$ cat src/rtl/rrts_pkg.sv
package rrts_pkg;

  localparam int MAX_TASKS = 8;
  localparam int TASK_AW   = (MAX_TASKS > 1) ? $clog2(MAX_TASKS) : 1;
  localparam int CNT_W     = $clog2(MAX_TASKS + 1);
  localparam int WORD_W    = 32;
  localparam int NEXT_W    = 6;
  localparam int CFG_IDX_W = 1;

  typedef enum logic [1:0] {
    ST_EMPTY   = 2'd0,
    ST_READY   = 2'd1,
    ST_RUNNING = 2'd2,
    ST_BLOCKED = 2'd3
  } task_st_t;

  typedef enum logic [2:0] {
    OP_TICK  = 3'd0,
    OP_BLOCK = 3'd1,
    OP_WAKE  = 3'd2,
    OP_ADD   = 3'd3,
    OP_START = 3'd4
  } op_t;

  localparam logic [1:0] STAT_OK         = 2'd0;
  localparam logic [1:0] STAT_FULL       = 2'd1;
  localparam logic [1:0] STAT_BAD_REASON = 2'd2;

  localparam logic [1:0] REASON_KBD = 2'd0;

  localparam logic [CFG_IDX_W-1:0] CFG_IDLE_SP = 1'd0;
  localparam logic [CFG_IDX_W-1:0] CFG_IDLE_KS = 1'd1;

  typedef enum logic [3:0] {
    S_IDLE,
    S_SAVE_RD,
    S_SAVE_WR,
    S_SCAN_RD,
    S_SCAN_CHK,
    S_BLK_RD,
    S_BLK_CHK,
    S_WAKE_RD,
    S_WAKE_CHK,
    S_START_RD,
    S_START_CHK,
    S_DONE
  } ctrl_state_t;

  typedef struct packed {
    logic [2:0]        func;
    logic [WORD_W-1:0] saved_stack_ptr;
    logic [1:0]        reason;
    logic [WORD_W-1:0] new_stack_ptr;
    logic [WORD_W-1:0] new_kernel_stack;
  } in_word_t;

  typedef struct packed {
    logic [WORD_W-1:0] next_stack_ptr;
    logic [WORD_W-1:0] next_kernel_stack;
    logic [NEXT_W-1:0] next_task;
    logic              to_idle;
    logic [1:0]        status;
  } out_word_t;

  typedef struct packed {
    task_st_t          status;
    logic [1:0]        cause;
    logic [WORD_W-1:0] stack_ptr;
    logic [WORD_W-1:0] kernel_stack;
  } entry_t;

  localparam int ENTRY_W = $bits(entry_t);

  typedef struct packed {
    logic [WORD_W-1:0] idle_stack_ptr;
    logic [WORD_W-1:0] idle_kernel_stack;
  } idle_cfg_t;

  typedef struct packed {
    logic               we;
    logic [TASK_AW-1:0] waddr;
    entry_t             wdata;
    logic               re;
    logic [TASK_AW-1:0] raddr;
  } mem_req_t;

endpackage

$ cat src/rtl/rrts_ram.sv
module rrts_ram #(
  parameter int DATA_W = 8,
  parameter int DEPTH  = 8
) (
  input  logic                                      clk,
  input  logic                                      we,
  input  logic [((DEPTH > 1) ? $clog2(DEPTH) : 1)-1:0] waddr,
  input  logic [DATA_W-1:0]                         wdata,
  input  logic                                      re,
  input  logic [((DEPTH > 1) ? $clog2(DEPTH) : 1)-1:0] raddr,
  output logic [DATA_W-1:0]                         rdata
);

  logic [DATA_W-1:0] mem_r [DEPTH];

  always_ff @(posedge clk) begin
    if (we) begin
      mem_r[waddr] <= wdata;
    end
    if (re) begin
      rdata <= mem_r[raddr];
    end
  end

endmodule

$ cat src/rtl/rrts_ctrl.sv
module rrts_ctrl (
  input  logic                clk,
  input  logic                rst_n,
  input  logic                in_valid,
  output logic                in_ready,
  input  rrts_pkg::in_word_t  in_word,
  input  rrts_pkg::idle_cfg_t idle_cfg,
  output rrts_pkg::mem_req_t  mem_req,
  input  rrts_pkg::entry_t    mem_rdata,
  output logic                res_valid,
  input  logic                res_ready,
  output rrts_pkg::out_word_t res
);
  import rrts_pkg::*;

  ctrl_state_t        state_r, state_nxt;
  in_word_t           item_r, item_nxt;
  logic [TASK_AW-1:0] cur_r, cur_nxt;
  logic [CNT_W-1:0]   total_r, total_nxt;
  logic               idle_r, idle_nxt;
  logic [TASK_AW-1:0] idx_r, idx_nxt;
  logic [CNT_W-1:0]   cnt_r, cnt_nxt;
  out_word_t          res_r, res_nxt;
  entry_t             ent;
  logic               accept;

  function automatic logic [TASK_AW-1:0] wrap_inc(input logic [TASK_AW-1:0] i,
                                                  input logic [CNT_W-1:0]   tot);
    logic [CNT_W-1:0] s;
    s = CNT_W'(i) + CNT_W'(1);
    wrap_inc = (s == tot) ? '0 : TASK_AW'(s);
  endfunction

  function automatic out_word_t mk_res(input logic [WORD_W-1:0]  sp,
                                       input logic [WORD_W-1:0]  ks,
                                       input logic [TASK_AW-1:0] tsk,
                                       input logic               idl,
                                       input logic [1:0]         st);
    out_word_t r;
    r.next_stack_ptr    = sp;
    r.next_kernel_stack = ks;
    r.next_task         = NEXT_W'(tsk);
    r.to_idle           = idl;
    r.status            = st;
    mk_res = r;
  endfunction

  assign accept    = in_valid && in_ready;
  assign in_ready  = (state_r == S_IDLE);
  assign res_valid = (state_r == S_DONE);
  assign res       = res_r;

  always_ff @(posedge clk) begin
    if (!rst_n) begin
      state_r <= S_IDLE;
      cur_r   <= '0;
      total_r <= '0;
      idle_r  <= 1'b0;
    end else begin
      state_r <= state_nxt;
      cur_r   <= cur_nxt;
      total_r <= total_nxt;
      idle_r  <= idle_nxt;
    end
  end

  always_ff @(posedge clk) begin
    item_r <= item_nxt;
    idx_r  <= idx_nxt;
    cnt_r  <= cnt_nxt;
    res_r  <= res_nxt;
  end

  always_comb begin
    state_nxt = state_r;
    item_nxt  = item_r;
    cur_nxt   = cur_r;
    total_nxt = total_r;
    idle_nxt  = idle_r;
    idx_nxt   = idx_r;
    cnt_nxt   = cnt_r;
    res_nxt   = res_r;
    ent       = mem_rdata;
    mem_req   = '0;
    mem_req.raddr = idx_r;

    unique case (state_r)
      S_IDLE: begin
        if (accept) begin
          item_nxt = in_word;
          res_nxt  = mk_res('0, '0, cur_r, idle_r, STAT_OK);
          state_nxt = S_DONE;
          case (in_word.func)
            OP_TICK: begin
              cnt_nxt = '0;
              if (!idle_r && (CNT_W'(cur_r) < total_r)) begin
                idx_nxt   = cur_r;
                state_nxt = S_SAVE_RD;
              end else if (total_r == '0) begin
                idle_nxt = 1'b1;
                res_nxt  = mk_res(idle_cfg.idle_stack_ptr, idle_cfg.idle_kernel_stack,
                                  '0, 1'b1, STAT_OK);
              end else begin
                idx_nxt   = wrap_inc(cur_r, total_r);
                state_nxt = S_SCAN_RD;
              end
            end
            OP_BLOCK: begin
              if (in_word.reason != REASON_KBD) begin
                res_nxt = mk_res('0, '0, cur_r, idle_r, STAT_BAD_REASON);
              end else if (!idle_r && (CNT_W'(cur_r) < total_r)) begin
                idx_nxt   = cur_r;
                state_nxt = S_BLK_RD;
              end
            end
            OP_WAKE: begin
              if (total_r != '0) begin
                idx_nxt   = '0;
                state_nxt = S_WAKE_RD;
              end
            end
            OP_ADD: begin
              if (total_r >= CNT_W'(MAX_TASKS)) begin
                res_nxt = mk_res('0, '0, cur_r, idle_r, STAT_FULL);
              end else begin
                mem_req.we                 = 1'b1;
                mem_req.waddr              = TASK_AW'(total_r);
                mem_req.wdata.status       = ST_READY;
                mem_req.wdata.cause        = REASON_KBD;
                mem_req.wdata.stack_ptr    = in_word.new_stack_ptr;
                mem_req.wdata.kernel_stack = in_word.new_kernel_stack;
                total_nxt                  = total_r + CNT_W'(1);
              end
            end
            OP_START: begin
              cur_nxt = '0;
              if (total_r == '0) begin
                idle_nxt = 1'b1;
                res_nxt  = mk_res(idle_cfg.idle_stack_ptr, idle_cfg.idle_kernel_stack,
                                  '0, 1'b1, STAT_OK);
              end else begin
                idx_nxt   = '0;
                state_nxt = S_START_RD;
              end
            end
            default: begin
            end
          endcase
        end
      end

      S_SAVE_RD: begin
        mem_req.re = 1'b1;
        state_nxt  = S_SAVE_WR;
      end

      S_SAVE_WR: begin
        ent.stack_ptr = item_r.saved_stack_ptr;
        if (mem_rdata.status == ST_RUNNING) begin
          ent.status = ST_READY;
        end
        mem_req.we    = 1'b1;
        mem_req.waddr = idx_r;
        mem_req.wdata = ent;
        idx_nxt       = wrap_inc(cur_r, total_r);
        state_nxt     = S_SCAN_RD;
      end

      S_SCAN_RD: begin
        mem_req.re = 1'b1;
        state_nxt  = S_SCAN_CHK;
      end

      S_SCAN_CHK: begin
        if (mem_rdata.status == ST_READY) begin
          ent.status    = ST_RUNNING;
          mem_req.we    = 1'b1;
          mem_req.waddr = idx_r;
          mem_req.wdata = ent;
          cur_nxt       = idx_r;
          idle_nxt      = 1'b0;
          res_nxt       = mk_res(mem_rdata.stack_ptr, mem_rdata.kernel_stack,
                                 idx_r, 1'b0, STAT_OK);
          state_nxt     = S_DONE;
        end else if (cnt_r + CNT_W'(1) == total_r) begin
          idle_nxt  = 1'b1;
          res_nxt   = mk_res(idle_cfg.idle_stack_ptr, idle_cfg.idle_kernel_stack,
                             '0, 1'b1, STAT_OK);
          state_nxt = S_DONE;
        end else begin
          cnt_nxt   = cnt_r + CNT_W'(1);
          idx_nxt   = wrap_inc(idx_r, total_r);
          state_nxt = S_SCAN_RD;
        end
      end

      S_BLK_RD: begin
        mem_req.re = 1'b1;
        state_nxt  = S_BLK_CHK;
      end

      S_BLK_CHK: begin
        if (mem_rdata.status == ST_RUNNING) begin
          ent.status    = ST_BLOCKED;
          ent.cause     = item_r.reason;
          mem_req.we    = 1'b1;
          mem_req.waddr = idx_r;
          mem_req.wdata = ent;
        end
        state_nxt = S_DONE;
      end

      S_WAKE_RD: begin
        mem_req.re = 1'b1;
        state_nxt  = S_WAKE_CHK;
      end

      S_WAKE_CHK: begin
        if (mem_rdata.status == ST_BLOCKED && mem_rdata.cause == item_r.reason) begin
          ent.status    = ST_READY;
          mem_req.we    = 1'b1;
          mem_req.waddr = idx_r;
          mem_req.wdata = ent;
        end
        if (CNT_W'(idx_r) + CNT_W'(1) == total_r) begin
          state_nxt = S_DONE;
        end else begin
          idx_nxt   = idx_r + TASK_AW'(1);
          state_nxt = S_WAKE_RD;
        end
      end

      S_START_RD: begin
        mem_req.re = 1'b1;
        state_nxt  = S_START_CHK;
      end

      S_START_CHK: begin
        ent.status    = ST_RUNNING;
        mem_req.we    = 1'b1;
        mem_req.waddr = idx_r;
        mem_req.wdata = ent;
        idle_nxt      = 1'b0;
        res_nxt       = mk_res(mem_rdata.stack_ptr, mem_rdata.kernel_stack,
                               idx_r, 1'b0, STAT_OK);
        state_nxt     = S_DONE;
      end

      S_DONE: begin
        if (res_ready) begin
          state_nxt = S_IDLE;
        end
      end

      default: begin
        state_nxt = S_IDLE;
      end
    endcase
  end

  // current task lies inside the filled part of the table whenever the table is not empty
  a_cur_in_table: assert property (@(posedge clk) disable iff (!rst_n)
    (total_r == '0) || (CNT_W'(cur_r) < total_r))
    else $error("current task index outside table");

  a_add_grows: assert property (@(posedge clk) disable iff (!rst_n)
    (accept && in_word.func == OP_ADD && total_r < CNT_W'(MAX_TASKS))
      |=> (total_r == $past(total_r) + CNT_W'(1)))
    else $error("add did not grow task count");

  a_write_in_table: assert property (@(posedge clk) disable iff (!rst_n)
    (mem_req.we && state_r != S_IDLE) |-> (CNT_W'(mem_req.waddr) < total_r))
    else $error("table write beyond task count");

  a_res_matches_state: assert property (@(posedge clk) disable iff (!rst_n)
    res_valid |-> ((res_r.to_idle == idle_r) &&
                   (res_r.to_idle || res_r.next_task == NEXT_W'(cur_r))))
    else $error("result disagrees with scheduler state");

endmodule

$ cat src/rtl/round_robin_task_scheduler.sv
// Round-robin task scheduler. Each request word (tick, block, wake, add, start)
// gives exactly one result word. Task entries live in an 8-entry synchronous
// table memory, visited one entry at a time by a read state and then a check
// or write state. Add, block with bad reason and full table finish straight
// from idle; the longest request is a tick that saves the outgoing task and
// then scans the whole table, and wake visits every task in the table. The
// next request is accepted once the current result has moved into the output
// register, even while that result still waits there. The idle task's stack
// pointer and kernel stack base come from cfg registers 0 and 1; the user must
// write them only while the block is quiet; the block does not enforce this.
module round_robin_task_scheduler (
  input  logic                               clk,
  input  logic                               rst_n,
  input  logic                               in_valid,
  output logic                               in_ready,
  input  rrts_pkg::in_word_t                 in_data,
  output logic                               out_valid,
  input  logic                               out_ready,
  output rrts_pkg::out_word_t                out_data,
  input  logic                               cfg_we,
  input  logic [rrts_pkg::CFG_IDX_W-1:0]     cfg_index,
  input  logic [rrts_pkg::WORD_W-1:0]        cfg_wdata
);
  import rrts_pkg::*;

  idle_cfg_t idle_cfg_r;
  mem_req_t  mem_req;
  entry_t    mem_rdata;
  logic      res_valid;
  logic      res_ready;
  out_word_t res;
  logic      out_valid_r;
  out_word_t out_data_r;

  always_ff @(posedge clk) begin
    if (!rst_n) begin
      idle_cfg_r <= '0;
    end else if (cfg_we) begin
      unique case (cfg_index)
        CFG_IDLE_SP: idle_cfg_r.idle_stack_ptr    <= cfg_wdata;
        CFG_IDLE_KS: idle_cfg_r.idle_kernel_stack <= cfg_wdata;
        default: begin
        end
      endcase
    end
  end

  rrts_ram #(
    .DATA_W (ENTRY_W),
    .DEPTH  (MAX_TASKS)
  ) u_table (
    .clk   (clk),
    .we    (mem_req.we),
    .waddr (mem_req.waddr),
    .wdata (mem_req.wdata),
    .re    (mem_req.re),
    .raddr (mem_req.raddr),
    .rdata (mem_rdata)
  );

  rrts_ctrl u_ctrl (
    .clk       (clk),
    .rst_n     (rst_n),
    .in_valid  (in_valid),
    .in_ready  (in_ready),
    .in_word   (in_data),
    .idle_cfg  (idle_cfg_r),
    .mem_req   (mem_req),
    .mem_rdata (mem_rdata),
    .res_valid (res_valid),
    .res_ready (res_ready),
    .res       (res)
  );

  assign res_ready = !out_valid_r || out_ready;

  always_ff @(posedge clk) begin
    if (!rst_n) begin
      out_valid_r <= 1'b0;
    end else if (res_ready) begin
      out_valid_r <= res_valid;
    end
  end

  always_ff @(posedge clk) begin
    if (res_valid && res_ready) begin
      out_data_r <= res;
    end
  end

  assign out_valid = out_valid_r;
  assign out_data  = out_data_r;

endmodule

$ cat config.mk
export PLATFORM = sky130hd
export DESIGN_NAME = round_robin_task_scheduler
export DESIGN_NICKNAME = d
export VERILOG_FILES = /design/src/rtl/rrts_pkg.sv /design/src/rtl/rrts_ram.sv /design/src/rtl/rrts_ctrl.sv /design/src/rtl/round_robin_task_scheduler.sv
export SDC_FILE = /design/constraint.sdc
export NUM_CORES = 1
export LEC_CHECK = 0
export BUFFER_PORTS_ARGS = -buffer_cell sky130_fd_sc_hd__buf_2
export CORE_MARGIN = 5
export CORE_UTILIZATION = 60
export CTS_CLUSTER_DIAMETER = 30
export DETAILED_ROUTE_END_ITERATION = 10
export HOLD_SLACK_MARGIN = 0.08
export PLACE_DENSITY = 0.75
export SLEW_MARGIN = 40
export SYNTH_ARGS = -nofsm -noshare
export SYNTH_HDL_FRONTEND = slang
export SYNTH_SLANG_ARGS = --single-unit
$ cat constraint.sdc
create_clock -name clk -period 10.65 [get_ports clk]
set_input_delay 2.13 -clock clk [delete_from_list [all_inputs] [get_ports clk]]
set_output_delay 2.13 -clock clk [all_outputs]
set_load 0.005 [all_outputs]
After elaboration in Yosys (flattened, before gate mapping)
Memory sizes are Yosys's and may differ from the RTL's. A register that Yosys moved wholly into a read port is not among the register bits.
Index checks and enable logic that the tools add are counted.
{"block": "word_totals", "register_bits": 264, "latchBits": 0, "ramBits": 544, "romBits": 0, "output_inout_bits": 75, "wordCells": 160, "mem_count": 1}
{"memory": "u_table.mem_r", "words": 8, "word_bits": 68, "rd": 1, "rd_ports_with_merged_regs": 1, "wr": 1, "line": "rrts_ram.sv:14", "rtl": "logic [DATA_W-1:0] mem_r [DEPTH];"}
{"block": "op_classes", "addsub": 5, "mul": 0, "div": 0, "order_cmp": 2, "n_eq_ne": 39, "n_shift": 0, "n_mux": 63, "bitwise_logic": 2, "n_reduce_logical": 27}
{"cell": "two-way mux 72 bit", "count": 6}
{"cell": "one-hot mux 72 bit (6 select lines)", "count": 1}
{"cell": "two-way mux 73 bit", "count": 5}
{"cell": "one-hot mux 73 bit (4 select lines)", "count": 1}
{"cell": "one-hot mux 73 bit (3 select lines)", "count": 1}
{"cell": "two-way mux 4 bit", "count": 14}
{"cell": "two-way mux 3 bit", "count": 15}
{"cell": "one-hot mux 4 bit (11 select lines)", "count": 1}
{"cell": "one-hot mux 3 bit (4 select lines)", "count": 2}
{"cell": "!= test 3 bit (second input constant)", "count": 6}
{"cell": "== test 4 x 3 -> 1 bit (second input constant)", "count": 4}
{"cell": "== test 4 bit (second input constant)", "count": 4}
{"cell": "one-hot mux 4 bit (4 select lines)", "count": 1}
{"cell": "== test 4 bit", "count": 3}
{"cell": "!= test 2 bit (second input constant)", "count": 6}
{"cell": "AND reduction 11 bit", "count": 1}
{"cell": "AND reduction 5 bit", "count": 2}
{"cell": "two-way mux 1 bit", "count": 9}
{"cell": "adder 3 x 1 -> 4 bit (second input constant)", "count": 2}
{"cell": "adder 4 x 1 -> 4 bit (second input constant)", "count": 2}
{"cell": "== test 4 x 2 -> 1 bit (second input constant)", "count": 2}
{"cell": "zero test 4 bit", "count": 2}
{"cell": "one-hot mux 4 bit (2 select lines)", "count": 1}
{"cell": "AND reduction 2 bit", "count": 4}
{"cell": "30 further kinds", "count": 43}

Depth between registers and ports, before layout
{"block": "logic_depth", "depth_word": 8, "depth_mapped": 10, "mapped_depth_nobuf": 8}

Hierarchy
From an unflattened synthesis, not the netlist that was laid out.
{"block": "unflattened", "cells_unflattened": 1730, "area_unflattened_um2": 33624.7}
{"mod": "rrts_ram", "n_inst": 1, "cells_per_inst": 867, "area_per_inst_um2": 22477.8, "seq_area_each_um2": 18377.6}
{"mod": "rrts_ctrl", "n_inst": 1, "cells_per_inst": 540, "area_per_inst_um2": 6476.2, "seq_area_each_um2": 3573.4}
{"mod": "round_robin_task_scheduler", "n_inst": 1, "cells_per_inst": 323, "area_per_inst_um2": 4670.7, "seq_area_each_um2": 3493.4}

Least setup slack after synthesis
OpenSTA, ideal clock, no wires.
{"block": "synth_path", "path_kind": "input to register", "start": "input in_valid", "end": "memory u_table.mem_r[2][0] (netlist name), enable pin", "t_arrival_ps": 7723, "required_time_ps": 10055, "slack_ps": 2332, "path_stages": 5, "n_path_buf": 1, "path_cell_list": "nand4b_1 -> nor3_1 -> buf_2 -> nand2_1 -> o31ai_1"}
{"block": "synth_via", "elab_chain_cells": 5}
{"item": "from (decl)", "line": "round_robin_task_scheduler.sv:14", "rtl": "input logic in_valid,"}
{"item": "logical AND 1 bit (*)", "line": "rrts_ctrl.sv:48", "rtl": "assign accept = in_valid && in_ready;"}
{"item": "two-way mux 72 bit (*)", "line": "rrts_ctrl.sv:89", "rtl": "if (accept) begin"}
{"item": "one-hot mux 72 bit (6 select lines) (*)", "line": "rrts_ctrl.sv:87", "rtl": "unique case (state_r)"}
{"item": "two-way mux 1 bit", "line": "rrts_ram.sv:17", "rtl": "if (we) begin"}
{"item": "two-way mux 1 bit (not written as such)", "line": "rrts_ram.sv:18", "rtl": "mem_r[waddr] <= wdata;"}
{"item": "to (decl)", "line": "rrts_ram.sv:14"}
Mark *: on every way between the ends. The rest lies on a longest branch, timed or not.

Worst setup path after layout
{"block": "layout_path", "start": "input in_data[98] (netlist name)", "end": "memory u_table.mem_r[2][43] (netlist name), enable pin"}
{"block": "layout_via", "elab_chain_cells": 6}
{"item": "from (decl)", "line": "round_robin_task_scheduler.sv:16", "rtl": "input rrts_pkg::in_word_t in_data,"}
{"item": "== test 3 x 2 -> 1 bit (*)"}
{"item": "two-way mux 72 bit (*)", "line": "rrts_ctrl.sv:93", "rtl": "case (in_word.func)"}
{"item": "two-way mux 72 bit (*)", "line": "rrts_ctrl.sv:89"}
{"item": "one-hot mux 72 bit (6 select lines) (*)", "line": "rrts_ctrl.sv:87"}
{"item": "two-way mux 1 bit", "line": "rrts_ram.sv:17"}
{"item": "two-way mux 1 bit (not written as such)", "line": "rrts_ram.sv:18"}
Marks and branches as above.

==> results_dict.tcl <==
set metrics [dict create \
    status "complete, no violations" \
    clockBufferDepth 3 \
    numCtsBuffers 145 \
    yosys_register_bits 870 \
    die_w_um 246.3 \
    fillers 3162 \
    dr.first_iter.drc_count 1819 \
    synth_area_leaders "edfxtp_1 71%, mux4_2 9.1%, nand2_1 4.7%" \
    min_period_ns 4.628 \
    drv_cap 0 \
    finalSetupViolCount 0 \
    wl_per_cell_um 27.51 \
    place_inst 2832 \
    num_rows 86 \
    synth_cell_type_count 57 \
    grt_pass1_vias 19800 \
    setup_slack_ns 6.022 \
    register_area_sq_um 25350 \
    grt_usage_pct 28.51 \
    synth_top_flop_cell "edfxtp_1" \
    slew_headroom_pct 42.12 \
    ctsResizeCount 0 \
    nets 2380 \
    num_antenna_cells 0 \
    fin_cells 3098 \
    ant_nets 0 \
    dr.pass1.iters 5 \
    cts_hold_buf 0 \
    r2r_slack_ns 6.43 \
    hp-class "flop to flop" \
    leakagePower_nw 14.28 \
    grt_overflow 0 \
    multiInputGateArea_sq_um 7737 \
    cpPeakStageDelay_ns 0.70 \
    hold_ws_ns 0.4003 \
    place_ws_ns 5.387 \
    startpoint_type "primary input" \
    rsz0062_at_grt "false" \
    antenna_found_initial 1 \
    routed_wl_um 85240 \
    fin_util_pct 73.13 \
    crit_required_ns 10.97 \
    clkTransAtPathRegs_ns 0.05 \
    vdd_drop_max_uv 176.8 \
    ys_warn_count 0 \
    p_per_area_nw_per_um2 294.8 \
    skew_ns 0.02994 \
    clock_latency_ns 0.71 \
    drive_above_1_share_pct 27.23 \
    criticalPathCategory "primary input to flop" \
    vias 19290 \
    end_kind "flop" \
    fin_setup_tns_ns 0 \
    mostFrequentLayoutCells "793 x edfxtp_1, 420 x nand2_1, 210 x buf_2" \
    fmaxAchievable_ghz 0.2161 \
    layout_commonest_cell "edfxtp_1" \
    die_h_um 246.3 \
    crit_top_cell "buf_4" \
    avgSynthCellArea_sq_um 17.14 \
    grt_pass1_wl_um 125800 \
    critPathMaxFanout 74 \
    synth_top_area_share_pct 71.08 \
    syn2layout_area_growth_pct 20.49 \
    place_congestion 0.8312 \
    io_pins 214 \
    postSynthCellCount 1955 \
    start_util_pct 60.69 \
    cts.sinks 870 \
    cts-root-buf "clkbuf_16" \
    netlist_area_sq_um 33500 \
    yosysSeqAreaShare_pct 75.68 \
    cts_tree "built" \
    finalHoldViolCount 0 \
    drc 0 \
    die_area_sq_um 60660 \
    tightest_slew_ns 0.8682 \
    async_reset_ff_share_pct 0 \
    slew_viol_final 0 \
    hpwl_um 47460 \
    via_per_inst 6.227 \
    fin_crit_sh_pct 43.45 \
    critPathSlowestCell "buf_4" \
    synth_edf_count 793 \
    arrival_ns 4.94 \
    htreeDepth 4 \
    crit_path_cell_trace "buf_2 > nand4b_1 > nor3_2 > buf_6 > nand2_1 > o31ai_4 > buf_4 > buf_4" \
    numPortBuffers 210 \
    core_sq_um 55200 \
    cts_setup_buffers 0 \
    synth_top_area_cell "edfxtp_1" \
    grt_start_max_net_pins 77 \
]
-- worst paths after layout --
path	start	cells past startpoint	end
worst max-delay path	in_data[98]	8	u_table.mem_r[2][43]
worst min-delay path	u_ctrl.res[49]	0	out_data[49]
worst max register to register	u_ctrl.state_r[0]	7	u_table.mem_r[2][43]
worst min register to register	u_ctrl.res[49]	0	out_data[49]
-- stage by stage --
| step | power [mW] | instance area [sq um] |
|---|---|---|
| floorplan | 6.562 | 33510 |
| detailed placement | 7.306 | 35460 |
| CTS | 11.94 | 40330 |
| global route | 12.36 | 40370 |
| global placement | 7.192 | 35350 |
| finish | 11.90 | 40370 |
-- metal layers --
| metal | share of wire [%] | GRT usage (%) |
|---|---|---|
| met2 | 48 | 44.21 |
| met4 | 3.3 | 10.93 |
| met5 | 0.021 | 0 |
| met3 | 12 | 9.709 |
| met1 | 38 | 38.11 |
-- sequential cells by signal, summed over array words and instances (netlist names) --
register and count:
u_ctrl.total_r 4, out_data 70, u_ctrl.idx_r 3, out_valid 1, u_table.rdata 68, idle_cfg_r 64, u_ctrl.item_r 34, u_ctrl.idle_r 1
u_ctrl.state_r 4, u_ctrl.cnt_r 4, u_ctrl.res 70, u_table.mem_r 544, u_ctrl.cur_r 3
-- synth_stat cells (6+ instances only) --
library cell and instances:
edfxtp_1 793, nand2_1 420, mux4_2 136, a22o_1 101, dfxtp_1 77, clkbuf_1 74, a21boi_0 69, a22oi_1 34
nor2_1 32, buf_2 27, a21oi_1 19, o21ai_0 17, xnor2_1 14, nor2b_1 10, buf_1 9, inv_1 9
ha_1 8, and2_1 7, nand3_1 7, nor3_1 7, nand2b_1 6, xor2_1 6
-- report_power, final --
group          total, mW  switching [mW]  internal [mW]
clock               4.57            1.59           2.98
combinational       2.41            1.54          0.871
sequential          4.92           0.244           4.67
total               11.9            3.37           8.52
-- worst max-delay path: cells and delay by family --
family	cells	cell delay (ns)
AND/OR/NAND/NOR	3	0.55
AO/OA/AOI/OAI	1	0.36
buffers and inverters	4	1.82
-- logic make-up after synthesis --
logic type | count (synthesis) | synth area share [%]
mux | 138 | 9.202
simple gates | 518 | 6.352
xor+xnor | 20 | 0.5228
flops | 870 | 75.68
buf+inv | 130 | 1.714
compound gates | 270 | 6.222
other cells | 1 | 0.01119
fa+ha+maj | 8 | 0.2988
-- cell type report --
type / instances / share of cell area, %
sequential: 870 / 62.81
multi-input combinational: 957 / 19.17
clock buffer: 180 / 9.986
timing repair buffer: 248 / 3.546
tap: 748 / 2.318
clock inverter: 84 / 2.074
inverter: 11 / 0.1023
Power figures use the tool's default switching activity.
